<file path="src/hdl/handle_table_allocator_defines.svh">
// Assertion macros shared by the handle table allocator modules.
// Each macro expects the using module to have clk and rst_n in scope.
`ifndef HANDLE_TABLE_ALLOCATOR_DEFINES_SVH
`define HANDLE_TABLE_ALLOCATOR_DEFINES_SVH

// Same-cycle implication, disabled during reset.
`define HTA_ASSERT_NOW(lbl, ante, cons, msg) \
  lbl: assert property (@(posedge clk) disable iff (!rst_n) (ante) |-> (cons)) \
    else $error(msg);

// Next-cycle implication, disabled during reset.
`define HTA_ASSERT_NEXT(lbl, ante, cons, msg) \
  lbl: assert property (@(posedge clk) disable iff (!rst_n) (ante) |=> (cons)) \
    else $error(msg);

`endif

</file>
<file path="src/hdl/hta_pkg.sv">
// Shared types and constants for the handle table allocator.
// Has no dependencies; every other module imports it.
`default_nettype none

package hta_pkg;

  localparam int REQ_W  = 2;
  localparam int SYS_W  = 16;
  localparam int IDX_W  = 8;
  localparam int STAT_W = 2;

  typedef enum logic [REQ_W-1:0] {
    REQ_OPEN   = 2'd0,
    REQ_CLOSE  = 2'd1,
    REQ_LOOKUP = 2'd2
  } req_t;

  typedef enum logic [STAT_W-1:0] {
    ST_DONE     = 2'd0,
    ST_REUSED   = 2'd1,
    ST_FULL     = 2'd2,
    ST_NOT_OPEN = 2'd3
  } status_t;

  // Commands from the controller to the datapath.
  typedef struct packed {
    logic capture;  // latch the incoming request word
    logic eval;     // register the match vector
    logic commit;   // update the table and load the result register
  } hta_cmd_t;

endpackage

`default_nettype wire

</file>
<file path="src/hdl/hta_ctrl.sv">
// Controller for the handle table allocator: sequencing FSM and output valid.
// Depends on hta_pkg and handle_table_allocator_defines.svh.
`default_nettype none
`include "handle_table_allocator_defines.svh"

module hta_ctrl
  import hta_pkg::*;
(
  input  wire logic     clk,
  input  wire logic     rst_n,
  input  wire logic     in_valid,
  output logic          in_ready,
  output logic          out_valid,
  input  wire logic     out_ready,
  output hta_cmd_t      cmd
);

  typedef enum logic [2:0] {
    ST_IDLE   = 3'b001,
    ST_EVAL   = 3'b010,
    ST_DECIDE = 3'b100
  } state_t;

  state_t state_r, state_nxt;
  logic   out_valid_r, out_valid_nxt;
  logic   out_free;
  logic   commit;
  logic   accept;

  // The result register can be loaded when empty or when its word leaves now.
  assign out_free = !out_valid_r || out_ready;
  assign commit   = (state_r == ST_DECIDE) && out_free;
  assign in_ready = (state_r == ST_IDLE) || commit;
  assign accept   = in_valid && in_ready;

  assign cmd.capture = accept;
  assign cmd.eval    = (state_r == ST_EVAL);
  assign cmd.commit  = commit;
  assign out_valid   = out_valid_r;

  always_comb begin
    state_nxt = state_r;
    unique case (state_r)
      ST_IDLE: begin
        if (accept) state_nxt = ST_EVAL;
      end
      ST_EVAL: begin
        state_nxt = ST_DECIDE;
      end
      ST_DECIDE: begin
        if (commit) state_nxt = accept ? ST_EVAL : ST_IDLE;
      end
      default: begin
        state_nxt = ST_IDLE;
      end
    endcase
  end

  always_comb begin
    out_valid_nxt = out_valid_r;
    if (commit) out_valid_nxt = 1'b1;
    else if (out_ready) out_valid_nxt = 1'b0;
  end

  always_ff @(posedge clk) begin
    if (!rst_n) begin
      state_r     <= ST_IDLE;
      out_valid_r <= 1'b0;
    end else begin
      state_r     <= state_nxt;
      out_valid_r <= out_valid_nxt;
    end
  end

  `HTA_ASSERT_NEXT(a_accept_to_eval, accept, state_r == ST_EVAL,
                   "accepted word did not move to evaluation")
  `HTA_ASSERT_NEXT(a_commit_fills_out, commit, out_valid_r,
                   "committed result not presented")
  `HTA_ASSERT_NOW(a_no_commit_on_busy_out, out_valid_r && !out_ready, !commit,
                  "result overwritten while still pending")

endmodule

`default_nettype wire

</file>
<file path="src/hdl/hta_datapath.sv">
// Datapath for the handle table allocator: slot table, match vector,
// priority encoders and result register. Depends on hta_pkg and the defines header.
`default_nettype none
`include "handle_table_allocator_defines.svh"

module hta_datapath
  import hta_pkg::*;
#(
  parameter int TABLE_DEPTH = 32,
  parameter int HANDLE_BITS = 16
) (
  input  wire logic              clk,
  input  wire logic              rst_n,
  input  wire hta_cmd_t          cmd,
  input  wire logic [REQ_W-1:0]  in_req_type,
  input  wire logic [SYS_W-1:0]  in_sys_handle,
  input  wire logic [IDX_W-1:0]  in_slot_index,
  output logic [STAT_W-1:0]      out_status,
  output logic [IDX_W-1:0]       out_slot_out,
  output logic [SYS_W-1:0]       out_sys_out
);

  localparam int SLOT_W = $clog2(TABLE_DEPTH);
  localparam logic [TABLE_DEPTH-1:0] VALID_RST = TABLE_DEPTH'(3);

  // Request word
  logic [REQ_W-1:0]       req_r;
  logic [HANDLE_BITS-1:0] want_r;
  logic [IDX_W-1:0]       idx_r;
  logic [HANDLE_BITS-1:0] want_in;

  // Slot table
  logic [TABLE_DEPTH-1:0] slot_valid_r;
  logic [HANDLE_BITS-1:0] handle_r [TABLE_DEPTH];
  logic [TABLE_DEPTH-1:0] match_r, match_nxt;

  // Decision
  logic                   hit;
  logic [SLOT_W-1:0]      hit_idx;
  logic                   free_any;
  logic [SLOT_W-1:0]      free_idx;
  logic                   in_range;
  logic [SLOT_W-1:0]      slot_sel;
  logic                   sel_valid;
  logic [HANDLE_BITS-1:0] sel_handle;
  logic [SYS_W-1:0]       sel_sys;
  logic                   wr_en;
  logic [SLOT_W-1:0]      wr_idx;
  logic                   wr_valid;
  logic [HANDLE_BITS-1:0] wr_handle;
  status_t                res_status;
  logic [IDX_W-1:0]       res_slot;
  logic [SYS_W-1:0]       res_sys;

  // Result register
  status_t                res_status_r;
  logic [IDX_W-1:0]       res_slot_r;
  logic [SYS_W-1:0]       res_sys_r;

  // Fit the 16-bit handle field to the stored handle width and back.
  generate
    if (HANDLE_BITS >= SYS_W) begin : g_wide
      assign want_in = HANDLE_BITS'(in_sys_handle);
      assign sel_sys = sel_handle[SYS_W-1:0];
    end else begin : g_narrow
      assign want_in = in_sys_handle[HANDLE_BITS-1:0];
      assign sel_sys = {{(SYS_W-HANDLE_BITS){1'b0}}, sel_handle};
    end
  endgenerate

  always_ff @(posedge clk) begin
    if (cmd.capture) begin
      req_r  <= in_req_type;
      want_r <= want_in;
      idx_r  <= in_slot_index;
    end
  end

  always_comb begin
    for (int i = 0; i < TABLE_DEPTH; i++) begin
      match_nxt[i] = slot_valid_r[i] && (handle_r[i] == want_r);
    end
  end

  always_ff @(posedge clk) begin
    if (cmd.eval) match_r <= match_nxt;
  end

  // Highest matching slot and lowest free slot.
  always_comb begin
    hit     = 1'b0;
    hit_idx = '0;
    for (int i = 0; i < TABLE_DEPTH; i++) begin
      if (match_r[i]) begin
        hit     = 1'b1;
        hit_idx = SLOT_W'(i);
      end
    end
  end

  always_comb begin
    free_any = 1'b0;
    free_idx = '0;
    for (int i = TABLE_DEPTH - 1; i >= 0; i--) begin
      if (!slot_valid_r[i]) begin
        free_any = 1'b1;
        free_idx = SLOT_W'(i);
      end
    end
  end

  assign in_range   = ((IDX_W + 1)'(idx_r) < (IDX_W + 1)'(TABLE_DEPTH));
  assign slot_sel   = idx_r[SLOT_W-1:0];
  assign sel_valid  = in_range && slot_valid_r[slot_sel];
  assign sel_handle = handle_r[slot_sel];

  always_comb begin
    res_status = ST_NOT_OPEN;
    res_slot   = '0;
    res_sys    = '0;
    wr_en      = 1'b0;
    wr_idx     = slot_sel;
    wr_valid   = 1'b0;
    wr_handle  = '0;
    unique case (req_r)
      REQ_OPEN: begin
        if (hit) begin
          res_status = ST_REUSED;
          res_slot   = IDX_W'(hit_idx);
        end else if (free_any) begin
          res_status = ST_DONE;
          res_slot   = IDX_W'(free_idx);
          wr_en      = 1'b1;
          wr_idx     = free_idx;
          wr_valid   = 1'b1;
          wr_handle  = want_r;
        end else begin
          res_status = ST_FULL;
        end
      end
      REQ_CLOSE, REQ_LOOKUP: begin
        if (sel_valid) begin
          res_status = ST_DONE;
          res_sys    = sel_sys;
          // A close frees the slot and clears its stored handle.
          wr_en      = (req_r == REQ_CLOSE);
        end
      end
      default: begin
        res_status = ST_NOT_OPEN;
      end
    endcase
  end

  always_ff @(posedge clk) begin
    if (!rst_n) begin
      slot_valid_r <= VALID_RST;
      for (int i = 0; i < TABLE_DEPTH; i++) begin
        handle_r[i] <= (i == 1) ? HANDLE_BITS'(1) : '0;
      end
    end else if (cmd.commit && wr_en) begin
      slot_valid_r[wr_idx] <= wr_valid;
      handle_r[wr_idx]     <= wr_handle;
    end
  end

  always_ff @(posedge clk) begin
    if (cmd.commit) begin
      res_status_r <= res_status;
      res_slot_r   <= res_slot;
      res_sys_r    <= res_sys;
    end
  end

  assign out_status   = res_status_r;
  assign out_slot_out = res_slot_r;
  assign out_sys_out  = res_sys_r;

  `HTA_ASSERT_NEXT(a_match_only_valid, cmd.eval, (match_r & ~slot_valid_r) == '0,
                   "match vector flags a free slot")
  `HTA_ASSERT_NEXT(a_grant_sets_valid,
                   cmd.commit && wr_en && wr_valid, slot_valid_r[$past(free_idx)],
                   "granted slot not marked open")
  `HTA_ASSERT_NOW(a_hit_not_written, cmd.commit && hit && (req_r == REQ_OPEN), !wr_en,
                  "reused slot must leave the table unchanged")

endmodule

`default_nettype wire

</file>
<file path="src/hdl/handle_table_allocator.sv">
// Top level of the handle table allocator: joins controller and datapath.
// Depends on hta_pkg, hta_ctrl and hta_datapath.
//
//   channel   ports                                          direction
//   input     in_valid/in_ready, in_req_type, in_sys_handle,   in
//             in_slot_index
//   result    out_valid/out_ready, out_status, out_slot_out,   out
//             out_sys_out
//
// Each word is captured, then the match vector of all slots is registered, then the
// vector is priority-encoded, the slot table updated and the result register loaded.
// A new word is accepted in the same cycle the previous one commits.
// Reset is synchronous, active low; slots 0 and 1 come back open holding 0 and 1.
// A pending result holds the commit step until out_ready frees the result register.
`default_nettype none

module handle_table_allocator
  import hta_pkg::*;
#(
  parameter int TABLE_DEPTH = 32,
  parameter int HANDLE_BITS = 16
) (
  input  wire logic              clk,
  input  wire logic              rst_n,
  input  wire logic              in_valid,
  output logic                   in_ready,
  input  wire logic [REQ_W-1:0]  in_req_type,
  input  wire logic [SYS_W-1:0]  in_sys_handle,
  input  wire logic [IDX_W-1:0]  in_slot_index,
  output logic                   out_valid,
  input  wire logic              out_ready,
  output logic [STAT_W-1:0]      out_status,
  output logic [IDX_W-1:0]       out_slot_out,
  output logic [SYS_W-1:0]       out_sys_out
);

  hta_cmd_t cmd;

  hta_ctrl u_ctrl (
    .clk       (clk),
    .rst_n     (rst_n),
    .in_valid  (in_valid),
    .in_ready  (in_ready),
    .out_valid (out_valid),
    .out_ready (out_ready),
    .cmd       (cmd)
  );

  hta_datapath #(
    .TABLE_DEPTH (TABLE_DEPTH),
    .HANDLE_BITS (HANDLE_BITS)
  ) u_datapath (
    .clk           (clk),
    .rst_n         (rst_n),
    .cmd           (cmd),
    .in_req_type   (in_req_type),
    .in_sys_handle (in_sys_handle),
    .in_slot_index (in_slot_index),
    .out_status    (out_status),
    .out_slot_out  (out_slot_out),
    .out_sys_out   (out_sys_out)
  );

endmodule

`default_nettype wire
</file>
<file path="config.mk">
export PLATFORM = sky130hd
export DESIGN_NAME = handle_table_allocator
export DESIGN_NICKNAME = d
export VERILOG_FILES = /design/src/hdl/hta_pkg.sv /design/src/hdl/hta_ctrl.sv /design/src/hdl/hta_datapath.sv /design/src/hdl/handle_table_allocator.sv
export VERILOG_INCLUDE_DIRS = /design/src /design/src/hdl
export SDC_FILE = /design/constraint.sdc
export NUM_CORES = 1
export LEC_CHECK = 0
export ABC_AREA = 0
export BUFFER_PORTS_ARGS = -buffer_cell sky130_fd_sc_hd__buf_4
export CORE_ASPECT_RATIO = 1.75
export CORE_MARGIN = 3
export CORE_UTILIZATION = 55
export DETAILED_ROUTE_END_ITERATION = 8
export PLACE_DENSITY_LB_ADDON = 0.08
export SLEW_MARGIN = 20
export SYNTH_ARGS = -nofsm -noshare
export SYNTH_HDL_FRONTEND = slang
export SYNTH_SLANG_ARGS = --single-unit
export TNS_END_PERCENT = 50
</file>
<file path="constraint.sdc">
create_clock -name clk -period 6.63 [get_ports clk]
set_input_delay 0.663 -clock clk [delete_from_list [all_inputs] [get_ports clk]]
set_output_delay 0.663 -clock clk [all_outputs]
set_load 0.05 [all_outputs]
</file>
### After elaboration in Yosys (flattened, before gate mapping)

Memories as Yosys holds them, arrays and structs flattened. A register that Yosys moved wholly into a read port is not among the register bits.
Index checks and enable logic that the tools add are counted.
Widths: inputs -> output; s select.

* $add $sub $neg: 0
* multipliers: 0
* divide/modulo/power cells: 0
* order comparisons: 4
* equal/unequal tests: 39
* shifts and indexed selects: 0
* multiplexer cells: 162
* bitwise logic cells: 1
* reduce and logical (&&, ||, !) cells: 48

Operators by type and width (count)
* $eq 16x16->1: 32
* $mux 5: 54
* $mux 1: 78
* $mux 16: 4
* $logic_and 1x1->1: 37
* $bwmux 32: 1
* $mux 4: 8
* $mux 3: 6
* $reduce_or 16->1: 1
* $lt 5x6->1 const B: 2
* $mux 2: 6
* $pmux 3 s3: 1
* $lt 8x6->1 const B: 1
* $bmux 1 s5: 1
* $demux 1 s5: 1
* $ge 5x1->1 const B: 1
* $ne 2x1->1 const B: 2
* $pmux 2 s2: 1
* $reduce_and 2->1: 2
* $reduce_or 2->1: 2
* $eq 3x1->1 const B: 1
* $eq 3x2->1 const B: 1
* $eq 3x3->1 const B: 1
* $eq 2x1->1 const B: 1
* other kinds (7): 9

* register bits: 104
* bits in latches: 0
* bits in writable memories: 512
* memory bits (read-only): 0
* logic and storage cells: 265
* memories kept: 1

Memory list
* u_datapath.handle_r: depth 32, bits a word 16, read ports 33, clocked after memory_dff 1, wr ports 32, RTL line hta_datapath.sv:34 `logic [HANDLE_BITS-1:0] handle_r [TABLE_DEPTH];`

### Depth between registers and ports, before layout

* depth in word-level cells: 41
* gate-level depth with buffers: 12
* gate-level depth less buffers: 9

### By module

From an unflattened synthesis, not the netlist that was laid out.

* cell total of the unflattened synthesis: 2620
* area total of the unflattened synthesis: 34581.9 sq um

Modules (own cells, without submodules)
* hta_datapath: times used 1, cells an instance 2596, area an instance 34329.2 sq um, sequential area each 18447.7 sq um
* hta_ctrl: times used 1, cells an instance 24, area an instance 252.7 sq um, sequential area each 80.1 sq um

### Least setup slack after synthesis

Ideal clock, no wire load.

* path type: input-to-reg
* start: in out_ready
* end: mem u_datapath.handle_r[28][0], enable pin
* data arrival time: 4574 ps
* data required time: 6216 ps
* setup slack: 1642 ps
* stages: 7
* cell sequence: nor2b_1 -> nor3_1 -> nand2b_1 -> nor3_2 -> nand2_1 -> buf_2 -> o21ai_0

RTL lines
* start: declaration: RTL line handle_table_allocator.sv:31 `input wire logic out_ready,`
* end: declaration: RTL line hta_datapath.sv:34

==> summary.log <==
[synthesis] Yosys warning total 0
[global_routing] number of antenna violations at the first check in global routing 1
[synthesis] synthesis-stage register bit count 629
[timing] final worst path period need 4.90 ns
[synthesis] number of cells produced by synthesis 2596
[timing] number of hold violations in the final report 0
[global_routing] wire length of the first global-routing pass 151000 microns
[timing] RSZ-0062 raised after global routing false
[synthesis] combined area of all synthesized cells 0.0342 sq mm
[synthesis] largest cells by area after synthesis sky130_fd_sc_hd__edfxtp_1, sky130_fd_sc_hd__xor2_1, sky130_fd_sc_hd__mux4_2
[setup_path] Crit. End Element register
[timing] portion of the clock cycle consumed by the worst path in the final layout 73.9%
[setup_path] category of the worst setup path launch point register
[flow_run] number of maximum-capacitance violations 0
[detailed_routing] routed vias 21.4k
[place] dpl hpwl 75000 microns
[detailed_routing] total wire length 104000 microns
[floorplan] Placeable Area 0.0614 sq mm
[clock_tree] clock edge transition at the registers on the reported setup and hold paths 0.07 ns
[global_routing] GR met2 Demand/Resource 57.1%
[floorplan] number of rows in the core area 120
[detailed_routing] DRT Pass-1 Iters 5
[setup_path] CP Data Arrival Time 5.41 ns
[detailed_routing] wire length per cell 30.4 microns
[cells_and_area] number of inserted diodes 0
[setup_path] category of the critical setup timing path reg2reg
[floorplan] Die W 194 microns
[floorplan] y dimension of the die 336 microns
[synthesis] Post-Syn Area per Cell 13.2 sq um
[cells_and_area] area grow syn2layout 9.26%
[global_routing] M3 GR Usage 4.35%
[synthesis] top_reg_cell synth sky130_fd_sc_hd__edfxtp_1
[worst_hold_path] worst hold-check path type in2reg
[synthesis] top cell type's share of synthesized area 52.1%
[global_routing] largest net degree at the start of global routing 97
[detailed_routing] number of design-rule violations left by the first detailed-router iteration 1827
[place] count of buffers from port buffering 54
[synthesis] count of flip-flops with a built-in enable after synthesis 593
[global_routing] GR Layer Usage met1 34.3%
[timing] worst-case hold slack 0.196 ns
[clock_tree] CTS tree yes
[clock_tree] count of hold-fix buffers inserted at cts 0
[timing] final worst clock skew 0.0316 ns
[synthesis] fraction of the yosys area taken by sequential cells 54.2%
[synthesis] proportion of synthesized flip-flops having asynchronous set or reset 0%
[cells_and_area] Net count, final 2615
[setup_path] delay of the slowest critical-path stage 0.80 ns
[detailed_routing] average vias per placed instance 6.26
[power_and_ir_drop] pwr/cell area 240 mW/mm^2
[setup_path] Req. time, crit path 7.14 ns
[power_and_ir_drop] Max rail drop VDD 0.317 mV
[global_routing] overall overflow remaining after global route 0
[setup_path] cells along the critical path or4_1 > nor4_1 > nand3_1 > a21oi_1 > nand4b_1 > buf_4 > nor2_1 > and2_1
[cells_and_area] fraction of final layout cells with drive strength greater than 1 15.7%
[global_routing] number of global-route vias before repair 22.1k
[timing] Fmax 204 MHz
[synthesis] most repeated cell in the gate-level netlist after synthesis sky130_fd_sc_hd__edfxtp_1
[setup_path] WP buf/inv 1
[synthesis] synth cell count leaders sky130_fd_sc_hd__edfxtp_1, sky130_fd_sc_hd__and2_1, sky130_fd_sc_hd__xor2_1, sky130_fd_sc_hd__mux4_2, sky130_fd_sc_hd__clkbuf_1
[floorplan] effective utilization at floorplan 55.7%
[clock_tree] CTS H-tree depth 2
[timing] worst slew margin relative to its limit 30.0%
[detailed_routing] number of remaining DRC errors 0
[floorplan] total I/O pin count 58
[clock_tree] Skew-Pair Late Insertion Delay 0.65 ns
[timing] final setup TNS 0 ns
[clock_tree] count of cells resized by post-cts repair 0
[clock_tree] CTS Buffer Depth 3
[clock_tree] number of buffers created by CTS 58
[floorplan] DIE AREA 0.0653 sq mm
[synthesis] distinct cell type count after synthesis 61
[place] gpl congestion 0.971
[global_routing] busiest grt layer met2
[clock_tree] buffer count from post-CTS setup fixing 0
[synthesis] Synth area leader sky130_fd_sc_hd__edfxtp_1
[timing] number of pins exceeding their max-slew limit in the final report 0
[setup_path] library cell contributing the largest single delay on the critical path sky130_fd_sc_hd__nor2_1
[clock_tree] clk sink count 629
[detailed_routing] Final ANT Viol Nets 0
[timing] Worst Max-Slew Pin Slew 1.05 ns
[global_routing] all-layer global routing usage 31.8%
[status] result of the run finished clean
[setup_path] top fanout value on the critical path 16
[setup_path] crit-path leading delay family simple AND/OR/NAND/NOR gates
[power_and_ir_drop] leakage power 13.6 nW
[timing] final setup violation count 0
[clock_tree] root cell of the clock tree sky130_fd_sc_hd__clkbuf_16
## final timing paths
path | start | end | slack, ns | cells after the start
hold / removal | in_slot_index[5] | u_datapath.idx_r[5] | 0.20 | 1
setup / recovery | u_datapath.match_r[13] | u_datapath.handle_r[30][11] | 1.73 | 8
setup reg to reg | u_datapath.match_r[13] | u_datapath.handle_r[30][11] | 1.73 | 8
hold reg to reg | u_datapath.slot_valid_r[19] | u_datapath.slot_valid_r[19] | 0.59 | 2
## per-layer routing
layer	vias up	wire length (microns)
met3	288	5600
met4	0	9270
li1	9375	-
met1	10851	34800
met2	894	54200
met5	-	0
## layout make-up
type	count	area (sq um)
Fill cell	4792	24100
Clock inverter	26	231
Inverter	40	150
Timing Repair Buffer	131	1110
Sequential cell	629	18500
Tap cell	793	992
Clock buffer	80	1630
Multi-Input combinational cell	1722	14700
## where the power goes
group,switching (mW),internal [mW]
clock,1.50,1.86
sequential,0.113,4.46
combinational,0.645,0.380
total,2.26,6.70
## registers in the layout, indices dropped and copies added (netlist names)
name and cells:
u_datapath.handle_r 512, u_datapath.idx_r 8, u_ctrl.state_r 3, u_datapath.out_status 2, u_datapath.req_r 2, u_datapath.slot_valid_r 32
u_datapath.match_r 32, u_datapath.want_r 16, u_ctrl.out_valid 1, u_datapath.out_sys_out 16, u_datapath.out_slot_out 5
## kinds of logic (layout without fill, tap and decap cells)
| kind of cell | count (synthesis) | count (layout) | synth area share, % |
|---|---|---|---|
| DFF | 629 | 629 | 54.2 |
| xor gates and xnor gates | 512 | 512 | 13.1 |
| and+or+nand+nor | 879 | 879 | 15.5 |
| AOI/OAI and AO/OA | 137 | 137 | 2.56 |
| other | 1 | 3 | 0.0110 |
| muxes | 188 | 188 | 11.7 |
| buffers and inverters | 247 | 277 | 2.86 |
| adders and majority gates | 3 | 3 | 0.110 |
## stage by stage
| step | util (%) | cells | cell area, sq um | power (mW) | setup slack (ns) |
|---|---|---|---|---|---|
| global placement | 57.7 | 3312 | 35400 | 5.66 | 1.81 |
| detailed placement | 57.7 | 3312 | 35400 | 5.67 | 1.73 |
| global route | 60.8 | 3421 | 37300 | 9.20 | 1.54 |
| CTS | 60.7 | 3418 | 37300 | 8.99 | 1.80 |
| finish | 60.8 | 3421 | 37300 | 8.96 | 1.73 |
| floorplan | - | 2598 | 34200 | 5.26 | 1.64 |
## placed cells by master (no fill, tap or decap), types with 10 or more instances in the layout
| cell type | Yosys | routed |
|---|---|---|
| sky130_fd_sc_hd__nand3_1 | 11 | 11 |
| sky130_fd_sc_hd__buf_4 | 6 | 121 |
| sky130_fd_sc_hd__edfxtp_1 | 593 | 593 |
| sky130_fd_sc_hd__nand2b_1 | 10 | 10 |
| sky130_fd_sc_hd__o21ai_0 | 42 | 15 |
| sky130_fd_sc_hd__clkbuf_16 | 0 | 59 |
| sky130_fd_sc_hd__dfxtp_1 | 36 | 36 |
| sky130_fd_sc_hd__xor2_1 | 488 | 488 |
| sky130_fd_sc_hd__o21ai_1 | 5 | 32 |
| sky130_fd_sc_hd__nor4_1 | 102 | 102 |
| sky130_fd_sc_hd__mux4_2 | 168 | 168 |
| sky130_fd_sc_hd__and2_1 | 513 | 513 |
| sky130_fd_sc_hd__a21oi_1 | 16 | 16 |
| sky130_fd_sc_hd__xnor2_1 | 24 | 24 |
| sky130_fd_sc_hd__inv_1 | 40 | 40 |
| sky130_fd_sc_hd__o22ai_1 | 33 | 33 |
| sky130_fd_sc_hd__clkinv_2 | 0 | 13 |
| sky130_fd_sc_hd__nor2_1 | 57 | 54 |
| sky130_fd_sc_hd__clkbuf_1 | 137 | 14 |
| sky130_fd_sc_hd__nand4_1 | 50 | 50 |
| sky130_fd_sc_hd__nand2_1 | 21 | 21 |
| sky130_fd_sc_hd__nor3_1 | 70 | 69 |
| sky130_fd_sc_hd__mux2i_1 | 20 | 20 |
No activity file was read; power rests on OpenSTA's default activity.
